[config.mk]
export PLATFORM = sky130hd
export DESIGN_NAME = thinned_time_sequence_generator
export DESIGN_NICKNAME = d
export VERILOG_FILES = /design/src/hdl/ttsg_pkg.sv /design/src/hdl/ttsg_sequencer.sv /design/src/hdl/ttsg_datapath.sv /design/src/hdl/thinned_time_sequence_generator.sv
export SDC_FILE = /design/constraint.sdc
export NUM_CORES = 1
export LEC_CHECK = 0
export ABC_AREA = 1
export BUFFER_PORTS_ARGS = -buffer_cell sky130_fd_sc_hd__buf_4
export CORE_ASPECT_RATIO = 1.5
export CORE_MARGIN = 3
export CORE_UTILIZATION = 55
export DETAILED_ROUTE_END_ITERATION = 7
export MAX_ROUTING_LAYER = met4
export PLACE_DENSITY_LB_ADDON = 0.25
export RECOVER_POWER = 100
export SYNTH_ARGS = -nofsm -noshare
export SYNTH_HDL_FRONTEND = slang
export SYNTH_SLANG_ARGS = --single-unit
[constraint.sdc]
create_clock -name clk -period 3.3 [get_ports clk]
set_input_delay 0.825 -clock clk [delete_from_list [all_inputs] [get_ports clk]]
set_output_delay 0.825 -clock clk [all_outputs]
set_load 0.02 [all_outputs]
[src/hdl/ttsg_pkg.sv]
// ----------------------------------------------------------------------------
// ttsg_pkg
// shared widths, register indexes, microcode format and control store
// ----------------------------------------------------------------------------
package ttsg_pkg;

  localparam int DEF_TIME_SLICES      = 64;
  localparam int DEF_MAX_THIN_ENTRIES = 6;

  localparam int TIME_W     = 6;  // time slice fields
  localparam int CNT_W      = 3;  // thin_count and remaining entries
  localparam int CFG_IDX_W  = 3;
  localparam int CFG_DATA_W = 6;
  localparam int T_W        = 7;  // running slice, holds overshoot past the window
  localparam int RUN_W      = 7;  // run counter, holds the open-ended run length
  localparam int PC_W       = 3;

  localparam logic [RUN_W-1:0] RUN_ALL = RUN_W'(64);

  // register indexes
  localparam logic [CFG_IDX_W-1:0] REG_THIN_COUNT  = 3'd0;
  localparam logic [CFG_IDX_W-1:0] REG_FIRST_ENTRY = 3'd1;

  // branch conditions
  localparam logic [2:0] C_NEVER       = 3'd0;
  localparam logic [2:0] C_NO_IN       = 3'd1;
  localparam logic [2:0] C_END         = 3'd2;
  localparam logic [2:0] C_ZERO_STRIDE = 3'd3;
  localparam logic [2:0] C_RUN_DONE    = 3'd4;

  // program steps
  localparam logic [PC_W-1:0] PC_WAIT = 3'd0;
  localparam logic [PC_W-1:0] PC_DISP = 3'd1;
  localparam logic [PC_W-1:0] PC_SEL  = 3'd2;
  localparam logic [PC_W-1:0] PC_RUN  = 3'd3;
  localparam logic [PC_W-1:0] PC_SKIP = 3'd4;
  localparam logic [PC_W-1:0] PC_FIN  = 3'd5;
  localparam logic [PC_W-1:0] PC_ADV  = 3'd6;

  // control word: branch to jmp when cond holds, else do the actions and go to nxt
  typedef struct packed {
    logic [2:0]      cond;
    logic [PC_W-1:0] jmp;
    logic [PC_W-1:0] nxt;
    logic            load_win;
    logic            load_entry;
    logic            skip;
    logic            emit;
    logic            finish;
    logic            adv;
  } cw_t;

  // actions handed to the datapath
  typedef struct packed {
    logic idle;
    logic load_win;
    logic load_entry;
    logic skip;
    logic emit;
    logic finish;
    logic adv;
  } act_t;

  // datapath flags seen by the sequencer
  typedef struct packed {
    logic in_valid;
    logic at_end;
    logic zero_stride;
    logic run_done;
    logic pend_v;
    logic out_busy;
  } stat_t;

  function automatic cw_t ucode(input logic [PC_W-1:0] pc);
    cw_t cw;
    cw = '0;
    case (pc)
      PC_WAIT: begin
        cw.cond = C_NO_IN;       cw.jmp = PC_WAIT; cw.nxt = PC_DISP; cw.load_win = 1'b1;
      end
      PC_DISP: begin
        cw.cond = C_END;         cw.jmp = PC_FIN;  cw.nxt = PC_SEL;  cw.load_entry = 1'b1;
      end
      PC_SEL: begin
        cw.cond = C_ZERO_STRIDE; cw.jmp = PC_SKIP; cw.nxt = PC_RUN;
      end
      PC_RUN: begin
        cw.cond = C_RUN_DONE;    cw.jmp = PC_ADV;  cw.nxt = PC_RUN;  cw.emit = 1'b1;
      end
      PC_SKIP: begin
        cw.cond = C_NEVER;       cw.jmp = PC_DISP; cw.nxt = PC_DISP; cw.skip = 1'b1;
        cw.adv = 1'b1;
      end
      PC_FIN: begin
        cw.cond = C_NEVER;       cw.jmp = PC_WAIT; cw.nxt = PC_WAIT; cw.finish = 1'b1;
      end
      PC_ADV: begin
        cw.cond = C_NEVER;       cw.jmp = PC_DISP; cw.nxt = PC_DISP; cw.adv = 1'b1;
      end
      default: begin
        cw.cond = C_NEVER;       cw.jmp = PC_WAIT; cw.nxt = PC_WAIT;
      end
    endcase
    return cw;
  endfunction

endpackage

[src/hdl/ttsg_sequencer.sv]
// ----------------------------------------------------------------------------
// ttsg_sequencer
// step counter, control store and branch logic
// ----------------------------------------------------------------------------
module ttsg_sequencer
  import ttsg_pkg::*;
(
  input  logic  clk,
  input  logic  rst_n,
  input  stat_t stat,
  output act_t  act
);

  logic [PC_W-1:0] pc_r, pc_nxt;
  cw_t             cw;
  logic            jump;
  logic            hold;
  logic            fire;

  assign cw = ucode(pc_r);

  always_comb begin
    case (cw.cond)
      C_NEVER:       jump = 1'b0;
      C_NO_IN:       jump = !stat.in_valid;
      C_END:         jump = stat.at_end;
      C_ZERO_STRIDE: jump = stat.zero_stride;
      C_RUN_DONE:    jump = stat.run_done;
      default:       jump = 1'b0;
    endcase
  end

  // wait for the output register when this step has to write it
  assign hold = !jump && stat.out_busy &&
                ((cw.emit && stat.pend_v) || cw.finish);
  assign fire = !jump && !hold;

  always_comb begin
    if (hold) begin
      pc_nxt = pc_r;
    end else if (jump) begin
      pc_nxt = cw.jmp;
    end else begin
      pc_nxt = cw.nxt;
    end
  end

  always_ff @(posedge clk) begin
    if (!rst_n) begin
      pc_r <= PC_WAIT;
    end else begin
      pc_r <= pc_nxt;
    end
  end

  assign act.idle       = (pc_r == PC_WAIT);
  assign act.load_win   = cw.load_win   && fire;
  assign act.load_entry = cw.load_entry && fire;
  assign act.skip       = cw.skip       && fire;
  assign act.emit       = cw.emit       && fire;
  assign act.finish     = cw.finish     && fire;
  assign act.adv        = cw.adv        && fire;

endmodule

[src/hdl/ttsg_datapath.sv]
// ----------------------------------------------------------------------------
// ttsg_datapath
// slice counter, thinning entry shift line, pending item and output register
// ----------------------------------------------------------------------------
module ttsg_datapath
  import ttsg_pkg::*;
#(
  parameter int TIME_SLICES      = DEF_TIME_SLICES,
  parameter int MAX_THIN_ENTRIES = DEF_MAX_THIN_ENTRIES,
  localparam int PAIRS           = (MAX_THIN_ENTRIES + 1) / 2
) (
  input  logic                  clk,
  input  logic                  rst_n,
  input  act_t                  act,
  output stat_t                 stat,
  input  logic [CNT_W-1:0]      cfg_n,
  input  logic [TIME_W-1:0]     cfg_str  [PAIRS],
  input  logic [TIME_W-1:0]     cfg_cnt  [PAIRS],
  input  logic                  in_valid,
  input  logic [TIME_W-1:0]     in_first_time,
  input  logic [TIME_W-1:0]     in_last_time,
  output logic                  out_valid,
  input  logic                  out_stall,
  output logic [TIME_W-1:0]     out_fit_time,
  output logic                  out_last_of_run,
  output logic                  out_empty_window
);

  localparam logic [TIME_W-1:0] T_MAX = TIME_W'(TIME_SLICES - 1);
  localparam logic [CNT_W-1:0]  N_MAX = CNT_W'(MAX_THIN_ENTRIES);

  logic [T_W-1:0]    t_r;
  logic [TIME_W-1:0] tf_r;
  logic [CNT_W-1:0]  rem_r;
  logic [TIME_W-1:0] stride_r;
  logic [RUN_W-1:0]  run_r;
  logic              final_r;
  logic              pend_v_r;
  logic [TIME_W-1:0] pend_t_r;
  logic [TIME_W-1:0] wstr_r [PAIRS];
  logic [TIME_W-1:0] wcnt_r [PAIRS];
  logic              out_valid_r;
  logic [TIME_W-1:0] out_time_r;
  logic              out_last_r;
  logic              out_empty_r;

  logic [TIME_W-1:0] first_sat;
  logic [TIME_W-1:0] last_sat;
  logic [CNT_W-1:0]  n_clamp;
  logic              past_end;

  assign first_sat = (in_first_time > T_MAX) ? T_MAX : in_first_time;
  assign last_sat  = (in_last_time  > T_MAX) ? T_MAX : in_last_time;
  assign n_clamp   = (cfg_n > N_MAX) ? N_MAX : cfg_n;
  assign past_end  = (t_r > {1'b0, tf_r});

  assign stat.in_valid    = in_valid;
  assign stat.at_end      = (rem_r == '0) || past_end;
  assign stat.zero_stride = (stride_r == '0);
  assign stat.run_done    = (run_r == '0) || past_end;
  assign stat.pend_v      = pend_v_r;
  assign stat.out_busy    = out_valid_r && out_stall;

  // window and thinning walk
  always_ff @(posedge clk) begin
    if (act.load_win) begin
      t_r  <= {1'b0, first_sat};
      tf_r <= last_sat;
      // no thinning runs as one open-ended entry of stride one
      rem_r <= (cfg_n == '0) ? CNT_W'(1) : n_clamp;
      for (int k = 0; k < PAIRS; k++) begin
        wstr_r[k] <= ((k == 0) && (cfg_n == '0)) ? TIME_W'(1) : cfg_str[k];
        wcnt_r[k] <= cfg_cnt[k];
      end
    end
    if (act.load_entry) begin
      stride_r <= wstr_r[0];
      final_r  <= (rem_r == CNT_W'(1));
      run_r    <= (rem_r == CNT_W'(1)) ? RUN_ALL : {1'b0, wcnt_r[0]};
    end
    if (act.skip) begin
      t_r <= final_r ? (T_W'(tf_r) + T_W'(1)) : (t_r + run_r);
    end
    if (act.emit) begin
      t_r   <= t_r + T_W'(stride_r);
      run_r <= run_r - RUN_W'(1);
    end
    if (act.adv) begin
      rem_r <= (rem_r < CNT_W'(2)) ? '0 : (rem_r - CNT_W'(2));
      for (int k = 0; k < PAIRS - 1; k++) begin
        wstr_r[k] <= wstr_r[k + 1];
        wcnt_r[k] <= wcnt_r[k + 1];
      end
    end
  end

  // pending item: the last flag is only known once the next slice is seen
  always_ff @(posedge clk) begin
    if (!rst_n) begin
      pend_v_r <= 1'b0;
    end else if (act.load_win || act.finish) begin
      pend_v_r <= 1'b0;
    end else if (act.emit) begin
      pend_v_r <= 1'b1;
    end
  end

  always_ff @(posedge clk) begin
    if (act.emit) begin
      pend_t_r <= t_r[TIME_W-1:0];
    end
  end

  // output register
  always_ff @(posedge clk) begin
    if (!rst_n) begin
      out_valid_r <= 1'b0;
    end else if ((act.emit && pend_v_r) || act.finish) begin
      out_valid_r <= 1'b1;
    end else if (!out_stall) begin
      out_valid_r <= 1'b0;
    end
  end

  always_ff @(posedge clk) begin
    if (act.emit && pend_v_r) begin
      out_time_r  <= pend_t_r;
      out_last_r  <= 1'b0;
      out_empty_r <= 1'b0;
    end else if (act.finish) begin
      out_time_r  <= pend_v_r ? pend_t_r : '0;
      out_last_r  <= 1'b1;
      out_empty_r <= !pend_v_r;
    end
  end

  assign out_valid        = out_valid_r;
  assign out_fit_time     = out_time_r;
  assign out_last_of_run  = out_last_r;
  assign out_empty_window = out_empty_r;

`ifndef SYNTHESIS
  a_no_overwrite: assert property (@(posedge clk) disable iff (!rst_n)
    !(((act.emit && pend_v_r) || act.finish) && out_valid_r && out_stall))
    else $error("output register written while stalled");

  a_fresh_window: assert property (@(posedge clk) disable iff (!rst_n)
    act.load_win |=> !pend_v_r)
    else $error("pending item survives a new window");

  a_empty_is_last: assert property (@(posedge clk) disable iff (!rst_n)
    out_valid_r && out_empty_r |-> out_last_r)
    else $error("empty item without last marker");

  a_rem_bound: assert property (@(posedge clk) disable iff (!rst_n)
    act.load_entry |-> (rem_r <= N_MAX) && (rem_r != '0))
    else $error("entry loaded with no entries left");
`endif

endmodule

[src/hdl/thinned_time_sequence_generator.sv]
// ----------------------------------------------------------------------------
// thinned_time_sequence_generator
// emits the thinned time slices of a window, one item per slice
// ----------------------------------------------------------------------------
// usage
//   input channel: in_first_time / in_last_time, taken when in_valid is high
//   and in_stall low; in_stall stays high from acceptance until the final
//   item of the window has been written to the output register
//   output channel: out_fit_time, out_last_of_run, out_empty_window, moved
//   when out_valid is high and out_stall low; the register holds while stalled
//   configuration: cfg_we with cfg_index and cfg_data, write only while idle;
//   index 0 is thin_count, indexes 1 to 6 the stride / count entries
//   timing: the microcode walks one slice per cycle while the output is not
//   stalled, besides the steps that load, select and advance each thinning
//   entry and those for window setup and finish; each slice is held back
//   as the pending item until the next slice is emitted or the window
//   finishes, to learn whether it is the last
//   an empty window, or one where thinning selects nothing, gives one item
//   flagged empty and last
//   reset: synchronous, clears the step counter, the valid flags and the
//   thinning registers (no thinning); in_stall is held high during reset
//   a stalled receiver stops the walk at the next slice that needs the
//   output register
// ----------------------------------------------------------------------------
module thinned_time_sequence_generator
  import ttsg_pkg::*;
#(
  parameter int TIME_SLICES      = DEF_TIME_SLICES,
  parameter int MAX_THIN_ENTRIES = DEF_MAX_THIN_ENTRIES
) (
  input  logic                  clk,
  input  logic                  rst_n,
  // configuration
  input  logic                  cfg_we,
  input  logic [CFG_IDX_W-1:0]  cfg_index,
  input  logic [CFG_DATA_W-1:0] cfg_data,
  // window items in
  input  logic                  in_valid,
  output logic                  in_stall,
  input  logic [TIME_W-1:0]     in_first_time,
  input  logic [TIME_W-1:0]     in_last_time,
  // slice items out
  output logic                  out_valid,
  input  logic                  out_stall,
  output logic [TIME_W-1:0]     out_fit_time,
  output logic                  out_last_of_run,
  output logic                  out_empty_window
);

  localparam int PAIRS = (MAX_THIN_ENTRIES + 1) / 2;

  // thinning registers, kept as stride / count pairs
  logic [CNT_W-1:0]     cfg_n_r;
  logic [TIME_W-1:0]    cfg_str_r [PAIRS];
  logic [TIME_W-1:0]    cfg_cnt_r [PAIRS];
  logic [CFG_IDX_W-1:0] entry_sel;

  act_t  act;
  stat_t stat;

  // entry number within the list, valid for indexes from one up
  assign entry_sel = cfg_index - REG_FIRST_ENTRY;

  always_ff @(posedge clk) begin
    if (!rst_n) begin
      cfg_n_r <= '0;
      for (int k = 0; k < PAIRS; k++) begin
        cfg_str_r[k] <= '0;
        cfg_cnt_r[k] <= '0;
      end
    end else if (cfg_we) begin
      if (cfg_index == REG_THIN_COUNT) begin
        cfg_n_r <= cfg_data[CNT_W-1:0];
      end else begin
        // entries past the configured maximum are never read, so drop them
        for (int k = 0; k < PAIRS; k++) begin
          if ((entry_sel == CFG_IDX_W'(2 * k)) && (2 * k < MAX_THIN_ENTRIES)) begin
            cfg_str_r[k] <= cfg_data[TIME_W-1:0];
          end
          if ((entry_sel == CFG_IDX_W'(2 * k + 1)) && (2 * k + 1 < MAX_THIN_ENTRIES)) begin
            cfg_cnt_r[k] <= cfg_data[TIME_W-1:0];
          end
        end
      end
    end
  end

  ttsg_sequencer u_seq (
    .clk   (clk),
    .rst_n (rst_n),
    .stat  (stat),
    .act   (act)
  );

  ttsg_datapath #(
    .TIME_SLICES      (TIME_SLICES),
    .MAX_THIN_ENTRIES (MAX_THIN_ENTRIES)
  ) u_dp (
    .clk              (clk),
    .rst_n            (rst_n),
    .act              (act),
    .stat             (stat),
    .cfg_n            (cfg_n_r),
    .cfg_str          (cfg_str_r),
    .cfg_cnt          (cfg_cnt_r),
    .in_valid         (in_valid),
    .in_first_time    (in_first_time),
    .in_last_time     (in_last_time),
    .out_valid        (out_valid),
    .out_stall        (out_stall),
    .out_fit_time     (out_fit_time),
    .out_last_of_run  (out_last_of_run),
    .out_empty_window (out_empty_window)
  );

  // windows are taken only at the wait step, and never during reset
  assign in_stall = !act.idle || !rst_n;

endmodule
==> results.md <==
* Status: finished, violations left
* Violated checks: max-capacitance violations
* Maximum capacitance violations at 1
* Register area share after synthesis at 0.563
* Slowest stage delay, CP at approximately 0.54 ns
* Crit path required time at ~3.3 ns
* DR pass1 iterations at 5
* Worst path bufs/invs at 1
* Fin Clk Skew at just over 0.009 ns
* Int Power at 4.09 mW
* Sequential share of power at 0.412
* Most common cell on crit path: nand2_1
* Post-CTS resize count at 0
* Yosys top cell by area: edfxtp_1
* Num CTS Buffers at 17
* Top cell type's share of synthesized area at 0.404
* # hold bufs at CTS at 0
* Chip width at about 90 um
* Count of final setup violators at 0
* Count of cell types in the netlist at 34
* Site Rows at 45
* Fillers at approximately 830
* Max Freq at approximately 0.36 GHz
* Syn nets at just under 700
* Crit-path leading delay family: simple AND/OR/NAND/NOR gates
* Diodes inserted at 0
* CTS tree: built
* H-tree depth at 4
* Post-synth EDFFs at 78
* PwrDens at around 940 nW/um2
* Max_slew headroom at 0.00190
* Design Area, Final at about 6700 um2
* Later-pin clock latency in the skew report at 0.42 ns
* Most common cell after layout, fill and taps aside: nand2_1
* I/O Buffers at 35
* I/O pin total at 36
* Final worst slack at about 0.49 ns
* Clk root buf: clkbuf_16
* Setup TNS at 0 ns
* Switching power at 2.21 mW
* Worst Tran Pin Value at 1.50 ns
* DRT iter0 DRCs at around 270
* Pre-CTS WS at around 0.72 ns
* YS warnings at 0
* Worst Path Max Fanout at 26
* Synth async-reset ratio at 0
* Crit path kind: reg2reg
* Switching part of the total power at 0.351
* Placed Area at slightly above 6000 um2
* VDD IR max at around 0.49 mV
* Area delta synth->final at 15.8%
* Layout cells sized above 1 at 0.105
* Top FF cell, synth: edfxtp_1
* Synth top area cells: edfxtp_1 (40%), dfxtp_1 (16%), nand2_1 (8.4%)
* Wire per inst at about 15 um
* Core Area at slightly above 10000 um2
* Cell count after synthesis at ~640
* Unrepaired setup endpoints after global routing: false
* Routed WL at ~12 mm
* GRT Total Usage at 0.229
* First-pass GRT wire length at about 21 mm
* CP arrival at 2.85 ns
* Commonest non-fill, non-tap cells in the layout: nand2_1 (130), nor2_1 (78), o21ai_0 (78), edfxtp_1 (78), inv_1 (76)
* Startpoint Class: flip-flop
* Antenna violations before repair at 0
* GP Congestion at about 0.9
* Cell area after synthesis at a little under 6000 um2
* Final total power at around 6.3 mW
* Lkg Pwr at slightly below 3 nW
* Count of pins over their slew limit at 0
* Final Hold Viols at 0
* Crit path time final at approximately 2.8 ns
* Total congestion overflow at 0
* ANT nets after route at 0
* Combinational Power Share at 0.305
* DIE AREA at 11800 um2
* Area of the multi-input gates at 2140 um2
* Reg area at 3260 um2
* CP Capture Type: flip-flop
* Slowest cell on crit path: clkbuf_2
* Largest net degree at the start of global routing at between 40 and 50
* Worst min path class: reg2reg
* Vias in the first global route at around 4600
* Initial Utilization at 0.569
* Synth Area per Inst at about 9.0 um2
* Post-CTS setup buffers at 0
* Hpwl dp at about 8.8 mm
* Chip height at roughly 130 um
* Crit path cell chain: ha_1 > a21oi_1 > nand2_1 > nand2_1 > nand2_1 > nand2_1 > nand2_1 > nand2_1 > nand4_1 > nand2_1 > clkbuf_2
* Clock slew at reported path FFs at 0.06 ns
* FF+latch count, synth at roughly 120
* Clk pwr share at 0.284
* Residual DRC at 0
* Via count at 4424
* Longest Clk Path Bufs at 2
* Fin nets at between 700 and 800
* Vias per inst at between 5 and 6
* Final Cycle Share at 0.850
* Clock net sink count at roughly 120
[cells in the mapped netlist, drive strengths merged, types with 3 or more instances]
library cell	count
a21oi	27
a31oi	3
clkbuf	19
dfxtp	46
edfxtp	78
ha	21
inv	80
nand2	131
nand3	34
nand4	9
nor2	81
nor3	6
o21ai	79
or2	4
xnor2	3
xor2	7
[power groups by stage]
stage	clock network, mW	logic [mW]	registers [mW]
6_report	1.79	1.92	2.60
5_1_grt	1.89	2.19	2.65
4_1_cts	1.81	1.97	2.59
3_5_place_dp	0	1.94	2.62
3_3_place_gp	0	1.89	2.61
2_1_floorplan	0	1.43	2.54
[layer usage]
layer / routed length [um] / GRT usage / vias up
li1: - / - / 2218
met1: 4480 / 0.219 / 2075
met2: 6870 / 0.421 / 102
met3: 445 / 0.0636 / 29
met4: 399 / 0.107 / 0
met5: 0 / - / -
[cell type report]
class | instances | share of cell area
clock buffer | 22 | 0.0738
clock inverter | 10 | 0.0125
inverter | 81 | 0.0453
multi-input combinational | 417 | 0.319
sequential | 124 | 0.486
tap | 141 | 0.0263
timing repair buffer | 41 | 0.0373
[path summary, 6_finish.rpt]
| path | startpoint | to | slack (ns) | cells past startpoint |
|---|---|---|---|---|
| setup / recovery | u_dp.t_r[2] | u_dp.wcnt_r[0][4] | 0.49 | 11 |
| hold / removal | u_dp.wstr_r[0][5] | u_dp.stride_r[5] | 0.41 | 0 |
| setup reg to reg | u_dp.t_r[2] | u_dp.wcnt_r[0][4] | 0.49 | 11 |
| hold reg to reg | u_dp.wstr_r[0][5] | u_dp.stride_r[5] | 0.41 | 0 |
[state kept, by name, summed over array words and instances, names as in the netlist]
name                   flops
cfg_cnt_r                 18
cfg_str_r                 18
u_dp.wcnt_r               18
u_dp.wstr_r               18
u_dp.run_r                 7
u_dp.t_r                   7
u_dp.out_fit_time          6
u_dp.pend_t_r              6
u_dp.stride_r              6
u_dp.tf_r                  6
cfg_n_r                    3
u_dp.rem_r                 3
u_seq.pc_r                 3
u_dp.final_r               1
u_dp.out_empty_window      1
u_dp.out_last_of_run       1
u_dp.out_valid             1
u_dp.pend_v_r              1
[through the flow]
| step | util | cells | hold slack [ns] |
|---|---|---|---|
| after detailed placement | 0.608 | 804 | 0.405 |
| after floorplan | - | 643 | 0.400 |
| after global placement | 0.608 | 804 | 0.403 |
| final | 0.659 | 836 | 0.414 |
| after global routing | 0.659 | 836 | 0.428 |
| after CTS | 0.665 | 836 | 0.420 |
[kinds of logic after synthesis]
kind of cell | Yosys count | synth area share
and+or+nand+nor | 267 | 0.193
DFF | 124 | 0.563
AOI/OAI and AO/OA | 116 | 0.108
buffers and inverters | 102 | 0.0669
adders and majority gates | 23 | 0.0523
xor gates and xnor gates | 10 | 0.0151
muxes | 1 | 0.00194
(Power assumes the default switching activity.)
